## src/hw/rtl/alsc_pkg.sv

```systemverilog
// shared types, constants and reset tables of the adaptive line sensor classifier
package alsc_pkg;

  localparam int SENSOR_COUNT_DEF = 4;
  localparam int WINDOW_DEPTH_DEF = 10;
  localparam int READING_BITS_DEF = 12;

  localparam int IDX_W = 2;
  localparam int PAT_W = 4;

  localparam int LOW_RESET [4]  = '{47, 344, 390, 675};
  localparam int HIGH_RESET [4] = '{1441, 872, 846, 955};

  typedef enum logic [2:0] {
    ST_IDLE,
    ST_SETUP,
    ST_SCAN,
    ST_MUL,
    ST_QMUL,
    ST_CORR,
    ST_FIN
  } state_e;

  function automatic int low_reset(int s);
    if (s < 4) begin
      return LOW_RESET[s[1:0]];
    end
    return 0;
  endfunction

  function automatic int high_reset(int s);
    if (s < 4) begin
      return HIGH_RESET[s[1:0]];
    end
    return 0;
  endfunction

endpackage

```

## src/hw/rtl/adaptive_line_sensor_classifier.sv

```systemverilog
// top level of the adaptive line sensor classifier
// One request carries a sensor index and a reading. The block compares the
// reading with the midpoint of that sensor's low and high extremes, reports
// black when the reading is above it, and folds the reading into the high or
// low window of that sensor to adapt the matching extreme. For an in-range
// request the window ram is walked one entry per cycle through a single
// accumulator, then the mean is taken with a reciprocal multiply, a constant
// multiply and one correction step. A request for a sensor beyond
// SENSOR_COUNT skips the window walk and changes no state. Input stall is
// high from accept until the result is loaded into the output register; a
// result waiting there does not block the next accept.
module adaptive_line_sensor_classifier #(
  parameter int SENSOR_COUNT = alsc_pkg::SENSOR_COUNT_DEF,
  parameter int WINDOW_DEPTH = alsc_pkg::WINDOW_DEPTH_DEF,
  parameter int READING_BITS = alsc_pkg::READING_BITS_DEF
) (
  input  logic                       clk_i,
  input  logic                       rst_ni,
  input  logic                       in_valid_i,
  output logic                       in_stall_o,
  input  logic [alsc_pkg::IDX_W-1:0] sensor_index_i,
  input  logic [READING_BITS-1:0]    reading_i,
  output logic                       out_valid_o,
  input  logic                       out_stall_i,
  output logic                       is_black_o,
  output logic [READING_BITS-1:0]    threshold_used_o,
  output logic [alsc_pkg::PAT_W-1:0] sensor_pattern_o,
  output logic                       pattern_changed_o
);

  import alsc_pkg::*;

  localparam int SIDX_W  = (SENSOR_COUNT > 1) ? $clog2(SENSOR_COUNT) : 1;
  localparam int SLOT_W  = $clog2(WINDOW_DEPTH);
  localparam int CNT_W   = $clog2(WINDOW_DEPTH + 1);
  localparam int RAM_D   = 2 * SENSOR_COUNT * WINDOW_DEPTH;
  localparam int ADDR_W  = $clog2(RAM_D);
  localparam int SUM_W   = READING_BITS + $clog2(WINDOW_DEPTH);
  localparam int PROD_W  = 2 * SUM_W;
  localparam logic [SUM_W-1:0] RECIP = SUM_W'((2 ** SUM_W) / WINDOW_DEPTH);
  localparam logic [SUM_W-1:0] DEPTH_W = SUM_W'(WINDOW_DEPTH);
  localparam logic [CNT_W-1:0] CNT_LAST = CNT_W'(WINDOW_DEPTH);
  localparam logic [SLOT_W-1:0] SLOT_LAST = SLOT_W'(WINDOW_DEPTH - 1);

  state_e state_q, state_d;

  logic [READING_BITS-1:0] lo_q [SENSOR_COUNT];
  logic [READING_BITS-1:0] hi_q [SENSOR_COUNT];
  logic [SLOT_W-1:0]       lslot_q [SENSOR_COUNT];
  logic [SLOT_W-1:0]       hslot_q [SENSOR_COUNT];
  logic [RAM_D-1:0]        vld_q;
  logic [PAT_W-1:0]        pat_q;
  logic                    out_valid_q;
  logic [CNT_W-1:0]        cnt_q;
  logic                    pend_q;

  logic [IDX_W-1:0]        idx_q;
  logic [READING_BITS-1:0] rd_q;
  logic                    ok_q;
  logic [READING_BITS-1:0] thr_q;
  logic                    black_q;
  logic                    win_q;
  logic [READING_BITS-1:0] ext_q;
  logic [SLOT_W-1:0]       slot_q;
  logic [SLOT_W-1:0]       pend_e_q;
  logic                    rd_vld_q;
  logic [SUM_W-1:0]        acc_q;
  logic [PROD_W-1:0]       prod_q;
  logic [SUM_W-1:0]        q0_q;
  logic [SUM_W-1:0]        qd_q;
  logic                    is_black_q;
  logic [READING_BITS-1:0] thr_out_q;
  logic [PAT_W-1:0]        pat_out_q;
  logic                    chg_q;

  logic [SIDX_W-1:0]       sidx;
  logic [READING_BITS:0]   mid_sum;
  logic [READING_BITS-1:0] thr;
  logic [ADDR_W-1:0]       raddr;
  logic [ADDR_W-1:0]       waddr;
  logic                    we;
  logic [READING_BITS-1:0] rdata;
  logic [READING_BITS-1:0] entry;
  logic [READING_BITS-1:0] val;
  logic [SUM_W-1:0]        rem;
  logic [SUM_W-1:0]        quot;
  logic [READING_BITS:0]   ext_sum;
  logic [READING_BITS-1:0] ext_new;
  logic [SLOT_W-1:0]       slot_next;
  logic [PAT_W-1:0]        pat_next;
  logic                    accept;
  logic                    out_free;

  function automatic logic [ADDR_W-1:0] win_addr(logic w, logic [SIDX_W-1:0] s,
                                                 logic [SLOT_W-1:0] e);
    return ADDR_W'(32'(w) * SENSOR_COUNT * WINDOW_DEPTH + 32'(s) * WINDOW_DEPTH
                   + 32'(e));
  endfunction

  assign sidx      = SIDX_W'(idx_q);
  assign accept    = in_valid_i && (state_q == ST_IDLE);
  assign out_free  = !out_valid_q || !out_stall_i;
  assign mid_sum   = {1'b0, lo_q[sidx]} + {1'b0, hi_q[sidx]};
  assign thr       = mid_sum[READING_BITS:1];
  assign raddr     = win_addr(win_q, sidx, cnt_q[SLOT_W-1:0]);
  assign waddr     = win_addr(win_q, sidx, pend_e_q);
  assign entry     = rd_vld_q ? rdata : '0;
  assign rem       = acc_q - qd_q;
  assign quot      = q0_q + ((rem >= DEPTH_W) ? SUM_W'(1) : SUM_W'(0));
  assign ext_sum   = {1'b0, ext_q} + {1'b0, quot[READING_BITS-1:0]};
  assign ext_new   = ext_sum[READING_BITS:1];
  assign slot_next = (slot_q == SLOT_LAST) ? '0 : slot_q + SLOT_W'(1);

  always_comb begin
    pat_next        = pat_q;
    pat_next[idx_q] = black_q;
  end

  // written slot takes the reading, empty entries take the extreme
  always_comb begin
    if (pend_e_q == slot_q) begin
      val = rd_q;
    end else if (entry == '0) begin
      val = ext_q;
    end else begin
      val = entry;
    end
    we = (state_q == ST_SCAN) && pend_q && ((pend_e_q == slot_q) || (entry == '0));
  end

  alsc_ram #(
    .WIDTH(READING_BITS),
    .DEPTH(RAM_D)
  ) u_ram (
    .clk_i   (clk_i),
    .we_i    (we),
    .waddr_i (waddr),
    .wdata_i (val),
    .raddr_i (raddr),
    .rdata_o (rdata)
  );

  always_comb begin
    state_d = state_q;
    unique case (state_q)
      ST_IDLE: begin
        if (in_valid_i) begin
          state_d = ST_SETUP;
        end
      end
      ST_SETUP: begin
        state_d = ok_q ? ST_SCAN : ST_FIN;
      end
      ST_SCAN: begin
        if (cnt_q == CNT_LAST) begin
          state_d = ST_MUL;
        end
      end
      ST_MUL:  state_d = ST_QMUL;
      ST_QMUL: state_d = ST_CORR;
      ST_CORR: state_d = ST_FIN;
      ST_FIN: begin
        if (out_free) begin
          state_d = ST_IDLE;
        end
      end
      default: state_d = ST_IDLE;
    endcase
  end

  always_ff @(posedge clk_i or negedge rst_ni) begin
    if (!rst_ni) begin
      state_q <= ST_IDLE;
    end else begin
      state_q <= state_d;
    end
  end

  always_ff @(posedge clk_i or negedge rst_ni) begin
    if (!rst_ni) begin
      for (int s = 0; s < SENSOR_COUNT; s++) begin
        lo_q[s]    <= READING_BITS'(low_reset(s));
        hi_q[s]    <= READING_BITS'(high_reset(s));
        lslot_q[s] <= '0;
        hslot_q[s] <= '0;
      end
      vld_q       <= '0;
      pat_q       <= '0;
      out_valid_q <= 1'b0;
      cnt_q       <= '0;
      pend_q      <= 1'b0;
    end else begin
      if (we) begin
        vld_q[waddr] <= 1'b1;
      end
      unique case (state_q)
        ST_SETUP: begin
          cnt_q  <= '0;
          pend_q <= 1'b0;
        end
        ST_SCAN: begin
          if (cnt_q != CNT_LAST) begin
            cnt_q  <= cnt_q + CNT_W'(1);
            pend_q <= 1'b1;
          end else begin
            pend_q <= 1'b0;
          end
        end
        ST_CORR: begin
          if (win_q) begin
            hi_q[sidx]    <= ext_new;
            hslot_q[sidx] <= slot_next;
          end else begin
            lo_q[sidx]    <= ext_new;
            lslot_q[sidx] <= slot_next;
          end
        end
        ST_FIN: begin
          if (out_free && ok_q) begin
            pat_q <= pat_next;
          end
        end
        default: ;
      endcase
      if ((state_q == ST_FIN) && out_free) begin
        out_valid_q <= 1'b1;
      end else if (!out_stall_i) begin
        out_valid_q <= 1'b0;
      end
    end
  end

  always_ff @(posedge clk_i) begin
    if (accept) begin
      idx_q <= sensor_index_i;
      rd_q  <= reading_i;
      ok_q  <= (32'(sensor_index_i) < SENSOR_COUNT);
    end
    if (state_q == ST_SETUP) begin
      thr_q   <= thr;
      black_q <= rd_q > thr;
      win_q   <= rd_q >= thr;
      ext_q   <= (rd_q >= thr) ? hi_q[sidx] : lo_q[sidx];
      slot_q  <= (rd_q >= thr) ? hslot_q[sidx] : lslot_q[sidx];
      acc_q   <= '0;
    end
    if (state_q == ST_SCAN) begin
      pend_e_q <= cnt_q[SLOT_W-1:0];
      rd_vld_q <= vld_q[raddr];
      if (pend_q) begin
        acc_q <= acc_q + SUM_W'(val);
      end
    end
    if (state_q == ST_MUL) begin
      prod_q <= PROD_W'(acc_q) * PROD_W'(RECIP);
    end
    if (state_q == ST_QMUL) begin
      q0_q <= prod_q[PROD_W-1:SUM_W];
      qd_q <= prod_q[PROD_W-1:SUM_W] * DEPTH_W;
    end
    if ((state_q == ST_FIN) && out_free) begin
      is_black_q <= ok_q && black_q;
      thr_out_q  <= ok_q ? thr_q : '0;
      pat_out_q  <= ok_q ? pat_next : pat_q;
      chg_q      <= ok_q && (pat_next != pat_q);
    end
  end

  assign in_stall_o        = (state_q != ST_IDLE);
  assign out_valid_o       = out_valid_q;
  assign is_black_o        = is_black_q;
  assign threshold_used_o  = thr_out_q;
  assign sensor_pattern_o  = pat_out_q;
  assign pattern_changed_o = chg_q;

endmodule

```

## src/hw/rtl/alsc_ram.sv

```systemverilog
// generic single write port ram with registered read
module alsc_ram #(
  parameter int WIDTH = 12,
  parameter int DEPTH = 80
) (
  input  logic                     clk_i,
  input  logic                     we_i,
  input  logic [$clog2(DEPTH)-1:0] waddr_i,
  input  logic [WIDTH-1:0]         wdata_i,
  input  logic [$clog2(DEPTH)-1:0] raddr_i,
  output logic [WIDTH-1:0]         rdata_o
);

  logic [WIDTH-1:0] mem_q [DEPTH];
  logic [WIDTH-1:0] rdata_q;

  always_ff @(posedge clk_i) begin
    if (we_i) begin
      mem_q[waddr_i] <= wdata_i;
    end
    rdata_q <= mem_q[raddr_i];
  end

  assign rdata_o = rdata_q;

endmodule

```

## config.mk

```make
export PLATFORM = sky130hd
export DESIGN_NAME = adaptive_line_sensor_classifier
export DESIGN_NICKNAME = d
export VERILOG_FILES = /design/src/hw/rtl/alsc_pkg.sv /design/src/hw/rtl/adaptive_line_sensor_classifier.sv /design/src/hw/rtl/alsc_ram.sv
export SDC_FILE = /design/constraint.sdc
export NUM_CORES = 2
export LEC_CHECK = 0
export BUFFER_PORTS_ARGS = -buffer_cell sky130_fd_sc_hd__buf_2
export CAP_MARGIN = 20
export CORE_MARGIN = 3
export CORE_UTILIZATION = 41
export CTS_BUF_LIST = sky130_fd_sc_hd__clkbuf_4
export CTS_CLUSTER_DIAMETER = 120
export DETAILED_ROUTE_END_ITERATION = 10
export PLACE_DENSITY_LB_ADDON = 0.15
export SLEW_MARGIN = 10
export SYNTH_ARGS = -nofsm -noshare
export SYNTH_HDL_FRONTEND = slang
export SYNTH_HIERARCHICAL = 1
export SYNTH_SLANG_ARGS = --single-unit
```

## constraint.sdc

```tcl
create_clock -name clk_i -period 20.7 [get_ports clk_i]
set_clock_uncertainty 0.15 [all_clocks]
set_input_delay 1.035 -clock clk_i [delete_from_list [all_inputs] [get_ports clk_i]]
set_output_delay 1.035 -clock clk_i [all_outputs]
set_load 0.005 [all_outputs]
```

== Word level (Yosys, flattened, before mapping) ==
Memory sizes are Yosys's and may differ from the RTL's. A register that Yosys moved wholly into a read port is not among the register bits.
Index checks and enable logic that the tools add are counted.
Word-level totals
  flip-flop bits (word level): 360
  bits in writable memories: 960
  output and inout port bits: 20
  memories kept: 1
Memories
  u_ram.mem_q: words 80, bits a word 12, rd ports 1, clocked after memory_dff 1, wr ports 1, line alsc_ram.sv:14  | logic [WIDTH-1:0] mem_q [DEPTH];
Cells by class
  add/subtract/negate cells: 10
  $mul: 4
  $lt $le $gt $ge: 10
  eq/ne operators: 16
  muxes and demuxes: 49
  bitwise logic cells: 3
  reduce and logical (&&, ||, !) cells: 20
Operators with widths (count)
  $mux W12: 9
  $bwmux W48: 2
  $or A80 B80 Y80: 1
  $bmux W12 S2: 2
  $mux W16: 3
  $bwmux W16: 2
  $mux W4: 8
  $mul A16 B13 Y29 const B: 1
  $add A12 B12 Y13: 2
  $demux W12 S2: 1
  $pmux W3 S7: 1
  $add A16 B12 Y16: 1
  $bmux W4 S2: 2
  $ge A16 B4 Y1 const B: 1
  $lt A7 B8 Y1 const B: 2
  $sub A16 B16 Y16: 1
  $mul A13 B3 Y15 const B: 1
  $add A7 B4 Y7: 2
  $add A12 B1 Y12: 1
  $ge A12 B12 Y1: 1
  $gt A12 B12 Y1: 1
  $logic_not A12 Y1: 1
  $eq A3 B3 Y1 const B: 3
  $mux W1: 9
  35 further kinds: 54

== Longest topological paths before layout ==
  depth after elaboration: 8
  mapped depth: 23
  gate-level depth less buffers: 23

== Cells and area by module ==
Netlist, hierarchy kept.
By module, submodules not included
  alsc_ram: instances 1, cells each 1602, area each 37136.9 µm², seq. area each 29067.9 µm²
  adaptive_line_sensor_classifier: instances 1, cells each 1806, area each 20653.6 µm², seq. area each 9056.2 µm²

== Worst setup path after synthesis ==
OpenSTA, ideal clock, no wires.
  kind: reg2reg
  from: register u_ram.rdata_q[2] (netlist: u_ram/rdata_o[2]), read port of u_ram.mem_q
  to: register acc_q[14]
  data arrival time: 6.469 ns
  data required time: 20.463 ns
  path slack: 13.994 ns
  stages on the path, launching flop included: 16
  cell sequence: dfxtp_1 > nor4_1 > nand3_1 > o21ai_0 > clkbuf_1 > a22oi_1 > o21ai_0 > ha_1 > nor2b_1 > o21ai_0 > a21oi_1 > o211ai_1 > a31oi_1 > a41oi_1 > o211ai_1 > o31ai_1
Between the ends
  longest elaborated chain between the ends: 7
RTL lines
  from (decl): line alsc_ram.sv:15  | logic [WIDTH-1:0] rdata_q;
  $mux W12 (*): line adaptive_line_sensor_classifier.sv:107  | assign entry = rd_vld_q ? rdata : '0;
  $logic_not A12 Y1: line adaptive_line_sensor_classifier.sv:123  | end else if (entry == '0) begin
  $mux W12 (*): line adaptive_line_sensor_classifier.sv:123
  $mux W12 (*): line adaptive_line_sensor_classifier.sv:121  | if (pend_e_q == slot_q) begin
  via val[2]: line adaptive_line_sensor_classifier.sv:84  | logic [READING_BITS-1:0] val;
  $add A16 B12 Y16 (*): line adaptive_line_sensor_classifier.sv:251  | acc_q <= acc_q + SUM_W'(val);
  $mux W16 (*): line adaptive_line_sensor_classifier.sv:250  | if (pend_q) begin
  $mux W16 (*): line adaptive_line_sensor_classifier.sv:247  | if (state_q == ST_SCAN) begin
  to (signal assigned): line adaptive_line_sensor_classifier.sv:251
  to (decl): line adaptive_line_sensor_classifier.sv:67  | logic [SUM_W-1:0] acc_q;
The timed path passes the listed nets; every way through them passes the cells marked *.
A chain may end at the register's enable or synchronous reset.

== Worst setup path in the final report ==
  from: register acc_q[1]
  to: register lo_q[34] in the netlist's numbering
Between the ends
  longest elaborated chain between the ends: 6
RTL lines
  $sub A16 B16 Y16: line adaptive_line_sensor_classifier.sv:108  | assign rem = acc_q - qd_q;
  $ge A16 B4 Y1: line adaptive_line_sensor_classifier.sv:109  | assign quot = q0_q + ((rem >= DEPTH_W) ? SUM_W'(1) : SUM_W'(0));
  $mux W1: line adaptive_line_sensor_classifier.sv:109
  $add A12 B1 Y12: line adaptive_line_sensor_classifier.sv:109
  $add A12 B12 Y13: line adaptive_line_sensor_classifier.sv:110  | assign ext_sum = {1'b0, ext_q} + {1'b0, quot[READING_BITS-1:0]};
  $bwmux W48: line adaptive_line_sensor_classifier.sv:214  | lo_q[sidx] <= ext_new;
  to (signal, indexed assignment): line adaptive_line_sensor_classifier.sv:182  | lo_q[s] <= READING_BITS'(low_reset(s));
  to (signal, indexed assignment): line adaptive_line_sensor_classifier.sv:214
  to (decl): line adaptive_line_sensor_classifier.sv:47  | logic [READING_BITS-1:0] lo_q [SENSOR_COUNT];
Every way passes these cells.

==> reports/results.ini <==
[status]
status = completed

[global_route]
grt_max_degree = 105
antenna_found_initial = 3
first_global_vias = 33300
grt_pass1_wl_um = 222000
grtUsageTotal = 0.206
grt.overflow.total = 0

[layout]
area_delta_synth_final_pct = 13.5
fillers = 12200
drive_above_1_share = 0.289
nNetsFinal = 4111

[logic_synthesis]
synth_most_common_cell = edfxtp_1
avgSynthCellArea_um2 = 17.0
synth-simple-area-share = 0.0461
synth_top_cell_by_area = edfxtp_1
netlist_instances = 3408
async_reset_ff_frac = 0.168
synth_enable_flop_cells = 1065
ys_ff_latch = 1314
syn_area_mm2 = 0.0578
ys_seq_area_frac = 0.660
ys_top_cells_by_count = edfxtp_1 (1065), mux4_2 (298), nand2_1 (235), ha_1 (196), dfrtp_1 (179)
synth-compound-area-share = 0.0526
synth_nets = 3686
yosysTopAreaCellShare = 0.553
ys.flop_type = edfxtp_1
yosys.cell_types.count = 83
synth_top_family_by_area = multiplexers
synthAdderAreaFrac = 0.0646
synthMuxAreaShare = 0.143
yosysWarnings = 6
synth_xor_area_frac = 0.0126
yosys-top-cells-area = edfxtp_1 (55%), mux4_2 (12%), dfrtp_1 (7.8%), ha_1 (4.2%), fa_1 (2.2%)

[hold_path]
whs_path_depth = 0
worstHoldPathType = register to register
whs_endpoint = threshold_used_o[6]$_DFFE_PP_
hold_start = thr_q[6]$_DFFE_PP_

[drt]
via_count = 32300
avgRoutedWirePerCell_um = 24.8
ant_nets = 0
drt-initial-drc-count = 2443
drc = 0
viasPerCell = 5.40
first_pass_iters = 5
wirelength_um = 148000

[clocking]
cts_num_sinks = 1314
cts_root_buffer = clkbuf_4
tritoncts = yes
insertion_delay_ns = 1.25
clockBufferDepth = 4
cts_setup_buffers = 0
path_clk_slew_ns = 0.06
cts_htree_levels = 5
numCtsBuffers = 360

[critical_path]
r2r_end = lo_q[34]$_DFFE_PN0P_
timing.rr.start = acc_q[1]$_DFF_P_
crit_path_start = acc_q[1]$_DFF_P_
ff2ff_setup_slack_ns = 14.29
cp_common_cell = ha_1
crit_arrival_ns = 7.31
end_kind = register
slowest_stage = a311oi_2
critPathMaxFanout = 8
cp_num_buf_inv = 1
reg2reg_depth = 22
crit_family = compound AO/OA/AOI/OAI gates
crit_path_max_incr_delay_ns = 0.56
start_kind = register
path_class = register to register
required_ns = 21.60
crit_chain = inv_1 -> ha_1 -> fa_1 -> nor2b_1 -> nor4_1 -> nor4_1 -> nand4_1 -> nor3_1 -> o2111a_1 -> nand4_1 -> or4b_1 -> ha_1 -> ha_1 -> ha_1 -> a31o_2 -> a21oi_1 -> nor2b_1 -> o31ai_1 -> a21oi_1 -> a41o_1 -> a311oi_2 -> o21ai_0

[timing]
maxSlewViolCount = 0
finalCriticalPeriod_ns = 6.41
slew_headroom = 0.269
timing.fmax_ghz = 0.156
worst_hold_slack_ns = 0.272
finalSetupTns_ns = 0
timing.final.crit_share = 0.310
rsz0062_at_grt = false
setup_viol = 0
hold_viol = 0
tightest_slew_ns = 1.09

[placed_design]
hpwl_um = 92700
gp_congestion = 0.808
portBuffers = 37

[power_and_ir_drop]
power.density_mw_per_mm2 = 155
irDropWorstVdd_v = 0.000131
leakagePower_nw = 24.7

[floorplanning]
rows = 137
die_x_um = 381
start_util = 0.414
core_mm2 = 0.140
num_io_pins = 38
fp.dieArea_mm2 = 0.145
die_y_um = 381

[run]
drv_cap = 0

==> layout make-up <==
type / count / area, um^2 / share of cell area
inverter: 149 / 559 / 0.00852
sequential: 1314 / 38100 / 0.581
clock buffer: 533 / 4000 / 0.0610
timing repair buffer: 195 / 1500 / 0.0228
clock inverter: 90 / 442 / 0.00673
multi-input combinational: 1813 / 18600 / 0.284
tap: 1876 / 2350 / 0.0358
antenna: 10 / 25.0 / 0.000381
==> timing repair <==
item / in CTS / in global routing
hold buffers: 17 / 0
resized for setup: 0 / 0
hold endpoints to repair: 87 / 0
==> per-stage QoR <==
stage                     cell area, um^2  total power (W)  utilization  setup WS [ns]  std cells
after global placement              60900          0.00801        0.436          14.45       5323
after CTS                           65500           0.0104        0.469          14.38       5966
after floorplan                     57800          0.00659            -          13.99       3408
final                               65600           0.0102        0.470          14.29       5980
after global routing                65600           0.0108        0.470          13.82       5979
after detailed placement            60900          0.00804        0.436          14.33       5326
==> cells in the final DEF, fill, tap and decap left out, drive strengths merged, types with 7 or more instances in the layout <==
cell type	n
buf	178
o21ai	127
a221oi	13
a22oi	84
clkinv	79
dfxtp	28
nand3b	7
and2	10
dlygate4sd3	17
inv	156
mux2	60
dfstp	42
nand2	236
dfrtp	179
and3	8
nor3	23
nand4	22
xnor2	52
nor3b	8
fa	64
nand2b	14
edfxtp	1065
o31ai	7
a21o	66
a21oi	66
diode	10
nor2b	23
o21a	7
xor2	31
clkbuf	533
nor2	162
mux4	310
o21bai	49
nand3	45
ha	196
mux2i	56
nor4	7
==> logic make-up after synthesis <==
logic type | after synthesis
muxes | 426
DFF | 1314
buffers and inverters | 281
adders and majority gates | 260
AOI/OAI and AO/OA | 461
xor gates and xnor gates | 83
and+or+nand+nor | 583
==> registers in the layout, indices dropped and copies added, names as in the netlist, 15 cells and up <==
register / count
acc_q: 16
hi_q: 48
hslot_q: 16
lo_q: 48
lslot_q: 16
qd_q: 15
u_ram/mem_q: 960
vld_q: 80
==> worst register-to-register path, cell delays in order (launching register included) <==
cell and delay [ns]:
dfxtp_1 0.47, inv_1 0.14, ha_1 0.26, fa_1 0.41, nor2b_1 0.28, nor4_1 0.08, nor4_1 0.32, nand4_1 0.12
nor3_1 0.21, o2111a_1 0.21, nand4_1 0.09, or4b_1 0.54, ha_1 0.26, ha_1 0.34, ha_1 0.28, a31o_2 0.24
a21oi_1 0.21, nor2b_1 0.10, o31ai_1 0.44, a21oi_1 0.14, a41o_1 0.27, a311oi_2 0.56, o21ai_0 0.18
==> report_power, final <==
group	switching (W)	leakage, nW	internal, W
Clock	0.00106	2.69	0.00121
Combinational	0.00257	9.25	0.00151
Sequential	0.000236	12.8	0.00360
Total	0.00387	24.7	0.00633
==> worst max-delay path by stage <==
stage / slack, ns / depth (start not counted) / endpoint
final: 14.29 / 22 / lo_q[34]$_DFFE_PN0P_
after global routing: 13.82 / 22 / lo_q[22]$_DFFE_PN0P_
after CTS: 14.38 / 22 / lo_q[34]$_DFFE_PN0P_
after detailed placement: 14.33 / 22 / hi_q[22]$_DFFE_PN0P_
after global placement: 14.45 / 22 / lo_q[34]$_DFFE_PN0P_
after floorplan: 13.99 / 15 / acc_q[14]$_DFF_P_
==> routing by layer <==
metal	vias up	GRT usage	part of all wire	wire length, um
met2	984	0.327	0.48	71100
met5	-	0	0	0
li1	14400	-	-	-
met4	0	0.0694	0.026	3900
met3	249	0.0340	0.050	7470
met1	16700	0.290	0.44	66000
Note: power is estimated with default switching activity, not from simulation.
